**src/rtl/amsa_pkg.sv**
```systemverilog
// Shared constants, codes and types for the accelerometer shake alarm.
package amsa_pkg;

  localparam int AXIS_W = 16;
  localparam int SQ_W   = 32;
  localparam int MAG_W  = 16;
  localparam int SUM_W  = 23;
  localparam int CNT_W  = 7;
  localparam int TIME_W = 32;
  localparam int CFG_W  = 16;
  localparam int IDX_W  = 1;
  localparam int REM_W  = 9;
  localparam int STAT_W = 2;

  localparam int CAL_SAMPLES_DEFAULT = 100;

  localparam int SQ_STEPS    = 3;
  localparam int SQRT_STEPS  = 16;
  localparam int STEP_W      = $clog2(SQRT_STEPS);

  // shared multiplier: squares and reciprocal divisions
  localparam int MUL_A_W = SUM_W;
  localparam int MUL_B_W = SUM_W + 1;
  localparam int MUL_P_W = MUL_A_W + MUL_B_W;

  // elapsed below 2^16 times ceil(2^25 / 400), shifted right by 25, gives elapsed / 400
  localparam int                 MOD_SHIFT = 25;
  localparam logic [MUL_B_W-1:0] MOD_RECIP = 24'd83887;

  localparam logic [CFG_W-1:0]  THRESHOLD_RESET = 16'd5010;
  localparam logic [CFG_W-1:0]  DURATION_RESET  = 16'd5000;
  localparam logic [MAG_W-1:0]  BASELINE_RESET  = 16'd16384;
  localparam logic [SQ_W-1:0]   SQRT_TOP_BIT    = 32'h4000_0000;
  localparam logic [SQ_W-1:0]   PERIOD_MS       = 32'd400;
  localparam logic [REM_W-1:0]  BUZZ_ON_MS      = 9'd200;

  // configuration register indexes
  localparam logic [IDX_W-1:0] REG_THRESHOLD = 1'd0;
  localparam logic [IDX_W-1:0] REG_DURATION  = 1'd1;

  // status codes
  localparam logic [STAT_W-1:0] ST_OK    = 2'd0;
  localparam logic [STAT_W-1:0] ST_WARN  = 2'd1;
  localparam logic [STAT_W-1:0] ST_ALARM = 2'd2;
  localparam logic [STAT_W-1:0] ST_CAL   = 2'd3;

  typedef struct packed {
    logic            ge;
    logic [SQ_W-1:0] diff;
  } cmpsub_res_t;

endpackage

```
**src/rtl/amsa_cmpsub.sv**
```systemverilog
// Shared 32-bit compare and subtract unit used by the square-root steps and the alarm time arithmetic.
module amsa_cmpsub (
  input  logic [amsa_pkg::SQ_W-1:0] a,
  input  logic [amsa_pkg::SQ_W-1:0] b,
  output amsa_pkg::cmpsub_res_t     res
);

  logic [amsa_pkg::SQ_W:0] wide;

  // borrow out of the wide difference tells a < b
  assign wide     = {1'b0, a} - {1'b0, b};
  assign res.ge   = ~wide[amsa_pkg::SQ_W];
  assign res.diff = wide[amsa_pkg::SQ_W-1:0];

endmodule

```
**src/rtl/accel_magnitude_shake_alarm.sv**
```systemverilog
// Top level of the accelerometer shake alarm: sequencer, state and result register.
//
// Each accepted sample is taken in and worked through one shared compare and
// subtract unit under a small sequencer, one sample at a time; in_ready is high
// only while the sequencer is idle. A plain sample passes through squaring on
// the shared multiplier, 16 square-root steps, an evaluation step and the load
// of the result register before the next possible accept. While an alarm runs,
// a sample also needs the elapsed time and its remainder modulo 400 ms: the
// timestamps are subtracted, the difference is multiplied by the reciprocal,
// and the quotient times 400 is subtracted and the result applied. The sample
// that ends calibration divides the magnitude sum by CAL_SAMPLES with the same
// reciprocal multiplication. The result register decouples the output side: a
// new sample is accepted while the previous result waits to be taken, and the
// sequencer holds in its last cycle until the register is free.
module accel_magnitude_shake_alarm #(
  parameter int CAL_SAMPLES = amsa_pkg::CAL_SAMPLES_DEFAULT
) (
  input  logic                              clk,
  input  logic                              rst,
  input  logic                              cfg_write,
  input  logic [amsa_pkg::IDX_W-1:0]        cfg_index,
  input  logic [amsa_pkg::CFG_W-1:0]        cfg_data,
  input  logic                              in_valid,
  output logic                              in_ready,
  input  logic signed [amsa_pkg::AXIS_W-1:0] accel_x,
  input  logic signed [amsa_pkg::AXIS_W-1:0] accel_y,
  input  logic signed [amsa_pkg::AXIS_W-1:0] accel_z,
  input  logic [amsa_pkg::TIME_W-1:0]       sample_time_ms,
  output logic                              out_valid,
  input  logic                              out_ready,
  output logic [amsa_pkg::STAT_W-1:0]       status_code,
  output logic [amsa_pkg::MAG_W-1:0]        magnitude_lsb,
  output logic [amsa_pkg::MAG_W-1:0]        deviation_lsb,
  output logic                              buzzer_drive,
  output logic                              alarm_flag
);

  localparam logic [2:0] S_IDLE  = 3'd0;
  localparam logic [2:0] S_SQ    = 3'd1;
  localparam logic [2:0] S_SQRT  = 3'd2;
  localparam logic [2:0] S_EVAL  = 3'd3;
  localparam logic [2:0] S_TIME  = 3'd4;
  localparam logic [2:0] S_MUL   = 3'd5;
  localparam logic [2:0] S_APPLY = 3'd6;
  localparam logic [2:0] S_FIN   = 3'd7;

  localparam logic [amsa_pkg::CNT_W-1:0]  CAL_CNT = amsa_pkg::CNT_W'(CAL_SAMPLES);
  localparam logic [amsa_pkg::STEP_W-1:0] SQ_LAST   = amsa_pkg::STEP_W'(amsa_pkg::SQ_STEPS - 1);
  localparam logic [amsa_pkg::STEP_W-1:0] SQRT_LAST = amsa_pkg::STEP_W'(amsa_pkg::SQRT_STEPS - 1);

  // sum times ceil(2^CAL_SHIFT / CAL_SAMPLES), shifted right by CAL_SHIFT, is the floor average
  localparam int CAL_SHIFT = amsa_pkg::SUM_W + $clog2(CAL_SAMPLES);
  localparam logic [amsa_pkg::MUL_B_W-1:0] CAL_RECIP = amsa_pkg::MUL_B_W'(
    ((64'd1 << CAL_SHIFT) + 64'(CAL_SAMPLES) - 64'd1) / 64'(CAL_SAMPLES));

  // configuration
  logic [amsa_pkg::CFG_W-1:0] threshold_lsb;
  logic [amsa_pkg::CFG_W-1:0] alarm_duration_ms;

  // block state
  logic [amsa_pkg::CNT_W-1:0]  cal_count;
  logic [amsa_pkg::SUM_W-1:0]  mag_sum;
  logic [amsa_pkg::MAG_W-1:0]  baseline_level;
  logic                        alarm_running;
  logic [amsa_pkg::TIME_W-1:0] alarm_start_ms;
  logic                        buzzer_latch;

  // sequencer and working registers
  logic [2:0]                  state;
  logic [amsa_pkg::STEP_W-1:0] step_cnt;
  logic [amsa_pkg::AXIS_W-1:0] ax, ay, az;
  logic [amsa_pkg::TIME_W-1:0] now_ms;
  logic [amsa_pkg::SQ_W-1:0]   nrem;
  logic [amsa_pkg::SQ_W-1:0]   root;
  logic [amsa_pkg::SQ_W-1:0]   bitv;
  logic [amsa_pkg::SQ_W-1:0]   dvd;
  logic                        div_is_mod;
  logic [amsa_pkg::SQ_W-1:0]   elapsed;
  logic [amsa_pkg::MAG_W-1:0]  dev;
  logic [amsa_pkg::STAT_W-1:0] res_status;

  // combinational helpers
  logic [amsa_pkg::AXIS_W-1:0]   sq_sel;
  logic [amsa_pkg::MUL_A_W-1:0]  mul_a;
  logic [amsa_pkg::MUL_B_W-1:0]  mul_b;
  logic [amsa_pkg::MUL_P_W-1:0]  mul_prod;
  logic [amsa_pkg::SQ_W-1:0]     quot;
  logic [amsa_pkg::SQ_W-1:0]     cs_a, cs_b;
  amsa_pkg::cmpsub_res_t         cs;
  logic [amsa_pkg::MAG_W-1:0]    mag;
  logic [amsa_pkg::MAG_W-1:0]    dev_now;
  logic [amsa_pkg::SUM_W-1:0]    sum_next;
  logic [amsa_pkg::CNT_W-1:0]    cnt_next;
  logic                          trig;
  logic                          expired;
  logic                          calibrating;

  function automatic logic [amsa_pkg::AXIS_W-1:0] abs_axis(
    input logic signed [amsa_pkg::AXIS_W-1:0] v
  );
    logic [amsa_pkg::AXIS_W-1:0] u;
    begin
      u = v;
      abs_axis = u[amsa_pkg::AXIS_W-1] ? (~u + 1'b1) : u;
    end
  endfunction

  amsa_cmpsub u_cmpsub (
    .a   (cs_a),
    .b   (cs_b),
    .res (cs)
  );

  assign in_ready    = (state == S_IDLE);
  assign mag         = root[amsa_pkg::MAG_W-1:0];
  assign calibrating = (cal_count < CAL_CNT);
  assign sum_next    = mag_sum + amsa_pkg::SUM_W'(mag);
  assign cnt_next    = cal_count + 1'b1;
  assign dev_now     = (mag > baseline_level) ? (mag - baseline_level)
                                              : (baseline_level - mag);
  assign trig        = (dev_now > threshold_lsb) && !alarm_running;
  assign expired     = (elapsed > amsa_pkg::SQ_W'(alarm_duration_ms));
  assign quot        = div_is_mod ? amsa_pkg::SQ_W'(mul_prod >> amsa_pkg::MOD_SHIFT)
                                  : amsa_pkg::SQ_W'(mul_prod >> CAL_SHIFT);

  // shared multiplier: squares while squaring, reciprocal otherwise
  always_comb begin
    case (step_cnt[1:0])
      2'd0:    sq_sel = ax;
      2'd1:    sq_sel = ay;
      default: sq_sel = az;
    endcase
    if (state == S_MUL) begin
      // only elapsed times below 2^16 matter: longer ones are past any duration
      mul_a = div_is_mod ? amsa_pkg::MUL_A_W'(dvd[amsa_pkg::CFG_W-1:0])
                         : dvd[amsa_pkg::MUL_A_W-1:0];
      mul_b = div_is_mod ? amsa_pkg::MOD_RECIP : CAL_RECIP;
    end else begin
      mul_a = amsa_pkg::MUL_A_W'(sq_sel);
      mul_b = amsa_pkg::MUL_B_W'(sq_sel);
    end
    mul_prod = amsa_pkg::MUL_P_W'(mul_a) * amsa_pkg::MUL_P_W'(mul_b);
  end

  // operand select for the shared unit
  always_comb begin
    case (state)
      S_SQRT: begin
        cs_a = nrem;
        cs_b = root + bitv;
      end
      S_TIME: begin
        cs_a = now_ms;
        cs_b = alarm_start_ms;
      end
      S_APPLY: begin
        cs_a = elapsed;
        cs_b = dvd * amsa_pkg::PERIOD_MS;
      end
      default: begin
        cs_a = '0;
        cs_b = '0;
      end
    endcase
  end

  always_ff @(posedge clk) begin
    if (rst) begin
      threshold_lsb     <= amsa_pkg::THRESHOLD_RESET;
      alarm_duration_ms <= amsa_pkg::DURATION_RESET;
    end else if (cfg_write) begin
      case (cfg_index)
        amsa_pkg::REG_THRESHOLD: threshold_lsb     <= cfg_data;
        amsa_pkg::REG_DURATION:  alarm_duration_ms <= cfg_data;
        default: ;
      endcase
    end
  end

  always_ff @(posedge clk) begin
    if (rst) begin
      state          <= S_IDLE;
      step_cnt       <= '0;
      cal_count      <= '0;
      mag_sum        <= '0;
      baseline_level <= amsa_pkg::BASELINE_RESET;
      alarm_running  <= 1'b0;
      alarm_start_ms <= '0;
      buzzer_latch   <= 1'b0;
      out_valid      <= 1'b0;
    end else begin
      if (state == S_FIN && (!out_valid || out_ready)) begin
        out_valid <= 1'b1;
      end else if (out_valid && out_ready) begin
        out_valid <= 1'b0;
      end
      case (state)
        S_IDLE: begin
          if (in_valid) begin
            ax       <= abs_axis(accel_x);
            ay       <= abs_axis(accel_y);
            az       <= abs_axis(accel_z);
            now_ms   <= sample_time_ms;
            nrem     <= '0;
            step_cnt <= '0;
            state    <= S_SQ;
          end
        end
        S_SQ: begin
          nrem <= nrem + mul_prod[amsa_pkg::SQ_W-1:0];
          if (step_cnt == SQ_LAST) begin
            root     <= '0;
            bitv     <= amsa_pkg::SQRT_TOP_BIT;
            step_cnt <= '0;
            state    <= S_SQRT;
          end else begin
            step_cnt <= step_cnt + 1'b1;
          end
        end
        S_SQRT: begin
          if (cs.ge) begin
            nrem <= cs.diff;
            root <= (root >> 1) + bitv;
          end else begin
            root <= root >> 1;
          end
          bitv <= bitv >> 2;
          if (step_cnt == SQRT_LAST) begin
            state <= S_EVAL;
          end
          step_cnt <= step_cnt + 1'b1;
        end
        S_EVAL: begin
          step_cnt <= '0;
          if (calibrating) begin
            mag_sum    <= sum_next;
            cal_count  <= cnt_next;
            dev        <= '0;
            res_status <= amsa_pkg::ST_CAL;
            dvd        <= amsa_pkg::SQ_W'(sum_next);
            div_is_mod <= 1'b0;
            state      <= (cnt_next == CAL_CNT) ? S_MUL : S_FIN;
          end else begin
            dev        <= dev_now;
            res_status <= ({dev_now, 1'b0} > {1'b0, threshold_lsb}) ? amsa_pkg::ST_WARN
                                                                     : amsa_pkg::ST_OK;
            if (trig) begin
              alarm_running  <= 1'b1;
              alarm_start_ms <= now_ms;
            end
            state <= (trig || alarm_running) ? S_TIME : S_FIN;
          end
        end
        S_TIME: begin
          elapsed    <= cs.diff;
          dvd        <= cs.diff;
          div_is_mod <= 1'b1;
          state      <= S_MUL;
        end
        S_MUL: begin
          dvd   <= quot;
          state <= S_APPLY;
        end
        S_APPLY: begin
          if (!div_is_mod) begin
            baseline_level <= dvd[amsa_pkg::MAG_W-1:0];
          end else if (expired) begin
            alarm_running <= 1'b0;
            buzzer_latch  <= 1'b0;
          end else begin
            // the shared unit leaves elapsed modulo the period
            buzzer_latch <= (cs.diff[amsa_pkg::REM_W-1:0] < amsa_pkg::BUZZ_ON_MS);
            res_status   <= amsa_pkg::ST_ALARM;
          end
          state <= S_FIN;
        end
        S_FIN: begin
          // hold until the result register is free
          if (!out_valid || out_ready) begin
            status_code   <= res_status;
            magnitude_lsb <= mag;
            deviation_lsb <= dev;
            buzzer_drive  <= buzzer_latch;
            alarm_flag    <= alarm_running;
            state         <= S_IDLE;
          end
        end
        default: state <= S_IDLE;
      endcase
    end
  end

endmodule

```
**config.mk**
```make
export PLATFORM = sky130hd
export DESIGN_NAME = accel_magnitude_shake_alarm
export DESIGN_NICKNAME = d
export VERILOG_FILES = /design/src/rtl/amsa_pkg.sv /design/src/rtl/amsa_cmpsub.sv /design/src/rtl/accel_magnitude_shake_alarm.sv
export SDC_FILE = /design/constraint.sdc
export NUM_CORES = 2
export LEC_CHECK = 0
export BUFFER_PORTS_ARGS = -buffer_cell sky130_fd_sc_hd__buf_2
export CORE_AREA = 5 5 283 354
export DETAILED_ROUTE_END_ITERATION = 6
export DIE_AREA = 0 0 288 359
export PLACE_DENSITY = 0.69
export SLEW_MARGIN = 25
export SYNTH_ARGS = -nofsm -noshare
export SYNTH_HDL_FRONTEND = slang
export SYNTH_SLANG_ARGS = --single-unit
```
**constraint.sdc**
```tcl
create_clock -name clk -period 12.8 [get_ports clk]
set_input_delay 2.56 -clock clk [delete_from_list [all_inputs] [get_ports clk]]
set_output_delay 2.56 -clock clk [all_outputs]
set_load 0.01 [all_outputs]
```
# After elaboration in Yosys (flattened, before gate mapping)
# Cells that the tools add are included.
[op_classes] n_addsub=12 muxes=48 multipliers=2 n_reduce_logical=34 n_bitwise=7 n_lt_le_gt_ge=6 n_eq_ne=22
[op_table] cell="$pmux W32 S3" count=4
[op_table] cell="$mux W32" count=6
[op_table] cell="$pmux W32 S2" count=2
[op_table] cell="$add A32 B32 Y32" count=2
[op_table] cell="$add A16 B1 Y16 const B" count=3
[op_table] cell="$mux W24" count=2
[op_table] cell="$not A16 Y16" count=3
[op_table] cell="$mul A23 B24 Y47" count=1
[op_table] cell="$mux W23" count=2
[op_table] cell="$mux W15" count=3
[op_table] cell="$sub A32 B32 Y33" count=1
[op_table] cell="$add A31 B32 Y32" count=1
[op_table] cell="$gt A16 B16 Y1" count=2
[op_table] cell="$gt A32 B16 Y1" count=1
[op_table] cell="$mul A32 B5 Y28 const B" count=1
[op_table] cell="$pmux W16 S2" count=1
[op_table] cell="$sub A16 B16 Y16" count=2
[op_table] cell="$pmux W3 S8" count=1
[op_table] cell="$add A23 B16 Y23" count=1
[op_table] cell="$mux W22" count=1
[op_table] cell="$ne A2 B2 Y1 const B" count=10
[op_table] cell="$reduce_and A3 Y1" count=6
[op_table] cell="$gt A17 B16 Y1" count=1
[op_table] cell="$mux W16" count=1
[op_table] cell="other kinds (31)" count=73
[word_totals] word_cells=162 inputBits=102 reg_bits=415

# Logic depth before layout (Yosys ltp)
[logic_depth] ltp_word=8 depth_mapped=44 mapped_depth_nobuf=42

# Cells and area by module
# From an unflattened synthesis, not the netlist that was laid out.
[unflattened] hier_cells=4813 hier_area_um2=43229.0
[modules_own_cells] module="accel_magnitude_shake_alarm" cells_per_inst=4537 instances=1 area_each_um2=41314.6 seq_area_each_um2=10660.2
[modules_own_cells] module="amsa_cmpsub" cells_per_inst=276 instances=1 area_each_um2=1914.3 seq_area_each_um2=0.0

# Worst setup path after synthesis
# OpenSTA, ideal clock, no wires.
[synth_path] path_kind="flip-flop to flip-flop" startpoint="reg dvd[6] in the netlist's numbering" endpoint="reg nrem[0] in the netlist's numbering (enable)" arrival_time_ps=9630 period_less_slack_ps=10225 setup_slack_ps=2575 n_path_buf=0 stages_incl_launch_ff=25 setup_ps=595 path_cell_list="edfxtp_1 -> ha_1 -> ha_1 -> inv_1 -> fa_1 -> inv_1 -> ha_1 -> a21o_1 -> a21o_1 -> a21o_1 -> a21oi_1 -> o211a_1 -> o21ai_1 -> a21oi_1 -> xor2_1 -> nor2_1 -> a221oi_1 -> ha_1 -> and3_1 -> nand3_1 -> nand2_1 -> a41oi_2 -> o21ai_1 -> nand2_1 -> a2111oi_0"
[synth_between] elab_chain_cells=5
[synth_lines] element="start: declaration" line_no="accel_magnitude_shake_alarm.sv:76" rtl="logic [amsa_pkg::SQ_W-1:0] dvd;"
[synth_lines] element="start signal: assignment" line_no="accel_magnitude_shake_alarm.sv:240" rtl="dvd <= amsa_pkg::SQ_W'(sum_next);"
[synth_lines] element="start signal: assignment" line_no="accel_magnitude_shake_alarm.sv:256" rtl="dvd <= cs.diff;"
[synth_lines] element="start signal: assignment" line_no="accel_magnitude_shake_alarm.sv:261" rtl="dvd <= quot;"
[synth_lines] element="$mul A32 B5 Y28" line_no="accel_magnitude_shake_alarm.sv:158" rtl="cs_b = dvd * amsa_pkg::PERIOD_MS;"
[synth_lines] element="$pmux W32 S3" line_no="accel_magnitude_shake_alarm.sv:147" rtl="case (state)"
[synth_lines] element="$sub A32 B32 Y33" line_no="amsa_cmpsub.sv:11" rtl="assign wide = {1'b0, a} - {1'b0, b};"
[synth_lines] element="$ne A2 B2 Y1 (no source line)"
[synth_lines] element="$reduce_and A4 Y1 (no source line)"
[synth_lines] element="end signal: assignment" line_no="accel_magnitude_shake_alarm.sv:210" rtl="nrem <= nrem + mul_prod[amsa_pkg::SQ_W-1:0];"
[synth_lines] element="end signal: assignment" line_no="accel_magnitude_shake_alarm.sv:222" rtl="nrem <= cs.diff;"
[synth_lines] element="end: declaration" line_no="accel_magnitude_shake_alarm.sv:73" rtl="logic [amsa_pkg::SQ_W-1:0] nrem;"
# Every way passes these cells.
# A chain may end at the register's enable or synchronous reset.

# Final worst setup path
[layout_path] startpoint="reg state[2]" endpoint="reg nrem[31] in the netlist's numbering (data pin)"
[layout_between] elab_chain_cells=5 elab_cells_between_ends=15 cone_classes="2 x add/sub; 1 x mul; 5 x eq/ne; 6 x mux; 1 x reduce/logical"
[layout_lines] element="start: declaration" line_no="accel_magnitude_shake_alarm.sv:69" rtl="logic [2:0] state;"
[layout_lines] element="start signal: assignment" line_no="accel_magnitude_shake_alarm.sv:242" rtl="state <= (cnt_next == CAL_CNT) ? S_MUL : S_FIN;"
[layout_lines] element="start signal: assignment" line_no="accel_magnitude_shake_alarm.sv:251" rtl="state <= (trig || alarm_running) ? S_TIME : S_FIN;"
[layout_lines] element="$eq A3 B3 Y1, or another cell as far along" line_no="accel_magnitude_shake_alarm.sv:133" rtl="if (state == S_MUL) begin"
[layout_lines] element="$mux W23, or another cell as far along" line_no="accel_magnitude_shake_alarm.sv:133"
[layout_lines] element="$mul A23 B24 Y47 / $sub A32 B32 Y33 (equally long branches)" line_no="accel_magnitude_shake_alarm.sv:142, amsa_cmpsub.sv:11"
[layout_lines] element="$add A32 B32 Y32 / $mux W32 (equally long branches)" line_no="accel_magnitude_shake_alarm.sv:210, accel_magnitude_shake_alarm.sv:221"
[layout_lines] element="$pmux W32 S3 *" line_no="accel_magnitude_shake_alarm.sv:197" rtl="case (state)"
# Every way passes the cells marked *; elsewhere a longest branch is shown, timed or not. The select of a mux whose other input is x is not followed.

==> results.yml <==
placement:
  post-dp-hpwl_um: 108000
  io_buffers: 139
  gp_congestion: 0.9838
clock_tree:
  cts_tree: "built"
  cts_sinks: 395
  clock-root-buffer: "clkbuf_16"
  clock_latency_ns: 0.65
  cts.path.max_buffers: 3
  hold_buffers: 0
  cts_setup_buffers: 0
  numCtsBuffers: 48
  htree_num_levels: 2
  cts_resized: 0
  clk_pin_slew_ns: 0.07
critical_path:
  worstSetupPathType: "reg -> reg"
  arrival_ns: 11.74
  critical_path.slowest_cell: "dfxtp_4"
  cp_max_fo: 40
  crit_required_ns: 13.17
  cp_slowest_stage_delay_ns: 0.68
  critPathMostFrequentCell: "fa_1"
  cp-end-kind: "flop"
  cp-start-kind: "flop"
sta:
  rsz0062_at_grt: "false"
  drv_slew: 0
  tns_ns: 0
  fin_crit_ns: 11.37
  max_freq_ghz: 0.08792
  maxSlewHeadroom_pct: 26.42
  tightest_slew_ns: 1.100
  fin_skew_ns: 0.03956
  finalSetupViolCount: 0
  period_share_pct: 88.85
  finalHoldViolations: 0
yosys:
  yosysSeqAreaShare_pct: 24.80
  ys_seq_elements: 395
  syn_avg_cell_area_um2: 9.007
  ys.flop_type: "edfxtp_1"
  yosys.cell_types.count: 90
  synth_area_mm2: 0.04298
  ys_warn_count: 0
  synth_cells: 4772
  synth-edff-count: 275
  synth_async_sr_flop_share_pct: 0
floorplanning:
  dieArea_mm2: 0.1034
  core_mm2: 0.09673
  rows: 128
  start_util_pct: 44.44
  die_w_um: 288
  ioPinCount: 140
  die_y_um: 359
routing:
  drtPass1Iterations: 7
  ant_nets: 0
  drtIter0Drc: 2906
  routed_wl_um: 134000
  drc_errors: 0
  routedWlPerCell_um: 21.46
  vias_per_cell: 5.622
  vias: 35120
cells_and_area:
  area_growth_pct: 9.233
  final_common_cell: "inv_1"
  drive_gt1_share_pct: 7.543
  nNetsFinal: 5876
  layout_common_cells: "739 x inv_1, 549 x nand2_1, 473 x ha_1, 410 x nor2_1, 396 x fa_1"
  fill_cells: 9313
flow_run:
  drv_cap: 0
grt:
  antenna_found_initial: 3
  grt_pass1_vias: 36030
  grt_max_degree: 71
  track_usage_pct: 25.49
  grt_pass1_wl_um: 205200
  overflow: 0
run_status:
  run_status: "completed"
min_path:
  min_path_type: "reg -> reg"
## path summary, 6_finish.rpt
path	depth (start not counted)	end	start	slack, ns
worst max-delay path	40	nrem[31]	state[2]	1.43
worst min-delay path	0	deviation_lsb[6]	dev[6]	0.43
worst max register to register	40	nrem[31]	state[2]	1.43
worst min register to register	0	deviation_lsb[6]	dev[6]	0.43
## worst max-delay path, delay by kind of cell, from the launching register on
family / cells / cell delay (ns)
buffers and inverters: 6 / 0.47
adders and majority gates: 9 / 4.02
AOI/OAI and AO/OA: 12 / 2.79
and+or+nand+nor: 12 / 2.94
DFF: 1 / 0.68
xor gates and xnor gates: 1 / 0.14
## area by class of cell
type | count | area [um^2] | area share, %
inverter | 744 | 2793 | 5.948
tap | 1300 | 1627 | 3.464
multi-input combinational | 3524 | 29130 | 62.04
clock buffer | 67 | 1419 | 3.022
antenna | 1 | 2.502 | 0.005330
clock inverter | 23 | 220.2 | 0.4690
sequential | 395 | 10670 | 22.72
timing repair buffer | 192 | 1096 | 2.334
## cells in the mapped netlist, types with 38 or more instances
| cell | count | area (um^2) |
|---|---|---|
| a31oi_1 | 40 | 250.2 |
| o21ai_1 | 42 | 210.2 |
| a21o_1 | 96 | 720.7 |
| mux2i_1 | 46 | 460.4 |
| edfxtp_1 | 275 | 8258 |
| fa_1 | 396 | 7928 |
| nand2b_1 | 38 | 237.7 |
| xor2_1 | 90 | 788.3 |
| inv_1 | 739 | 2774 |
| and3_1 | 48 | 300.3 |
| nor2_1 | 414 | 1554 |
| o21ai_0 | 149 | 745.7 |
| a21oi_1 | 298 | 1491 |
| ha_1 | 473 | 5918 |
| nor2b_1 | 38 | 237.7 |
| dfxtp_1 | 120 | 2402 |
| clkbuf_1 | 124 | 465.5 |
| nand3_1 | 52 | 260.3 |
| or3_1 | 41 | 256.5 |
| xnor2_1 | 163 | 1428 |
| nand2_1 | 549 | 2061 |
## flip-flops by register name (all words and copies together) (netlist names), 3 cells and up
name,count
mag_sum,23
baseline_level,16
ax,16
step_cnt,4
state,3
bitv,16
now_ms,32
root,32
dev,16
alarm_duration_ms,16
threshold_lsb,16
nrem,32
alarm_start_ms,32
ay,16
deviation_lsb,16
dvd,28
az,16
magnitude_lsb,16
cal_count,7
elapsed,32
## metal layers
layer  global-route usage (%)  part of all wire [%]  up-vias
li1                         -                     -    16270
met3                    3.779                   7.0      449
met1                    30.08                    37    16910
met5                        0                     0        -
met4                    14.18                   7.0        0
met2                    44.27                    49     1487
## kinds of logic after synthesis
family                   Yosys count  synth area share [%]
AO/OA/AOI/OAI                    935                 14.07
flip-flops                       395                 24.80
XOR/XNOR                         253                 5.155
multiplexers                      78                 1.910
buffers and inverters            900                 7.952
adder cells (fa/ha/maj)          869                 32.21
other                              2               0.01747
AND/OR/NAND/NOR                 1340                 13.88
## per-stage QoR
step           utilization, %  std cells  setup WS (ns)  cell area (um^2)  hold slack [ns]
2_1_floorplan               -       4819          2.575             43160           0.4003
3_3_place_gp            46.84       6155          1.804             45310           0.4159
3_5_place_dp            46.84       6155          1.633             45310           0.4054
4_1_cts                 48.54       6245          1.545             46950           0.4276
5_1_grt                 48.54       6246         0.8627             46950           0.4369
6_report                48.54       6246          1.427             46950           0.4261
Power is not shown: default switching activity piles up to over one toggle a cycle in this logic, so the estimate is an artifact.
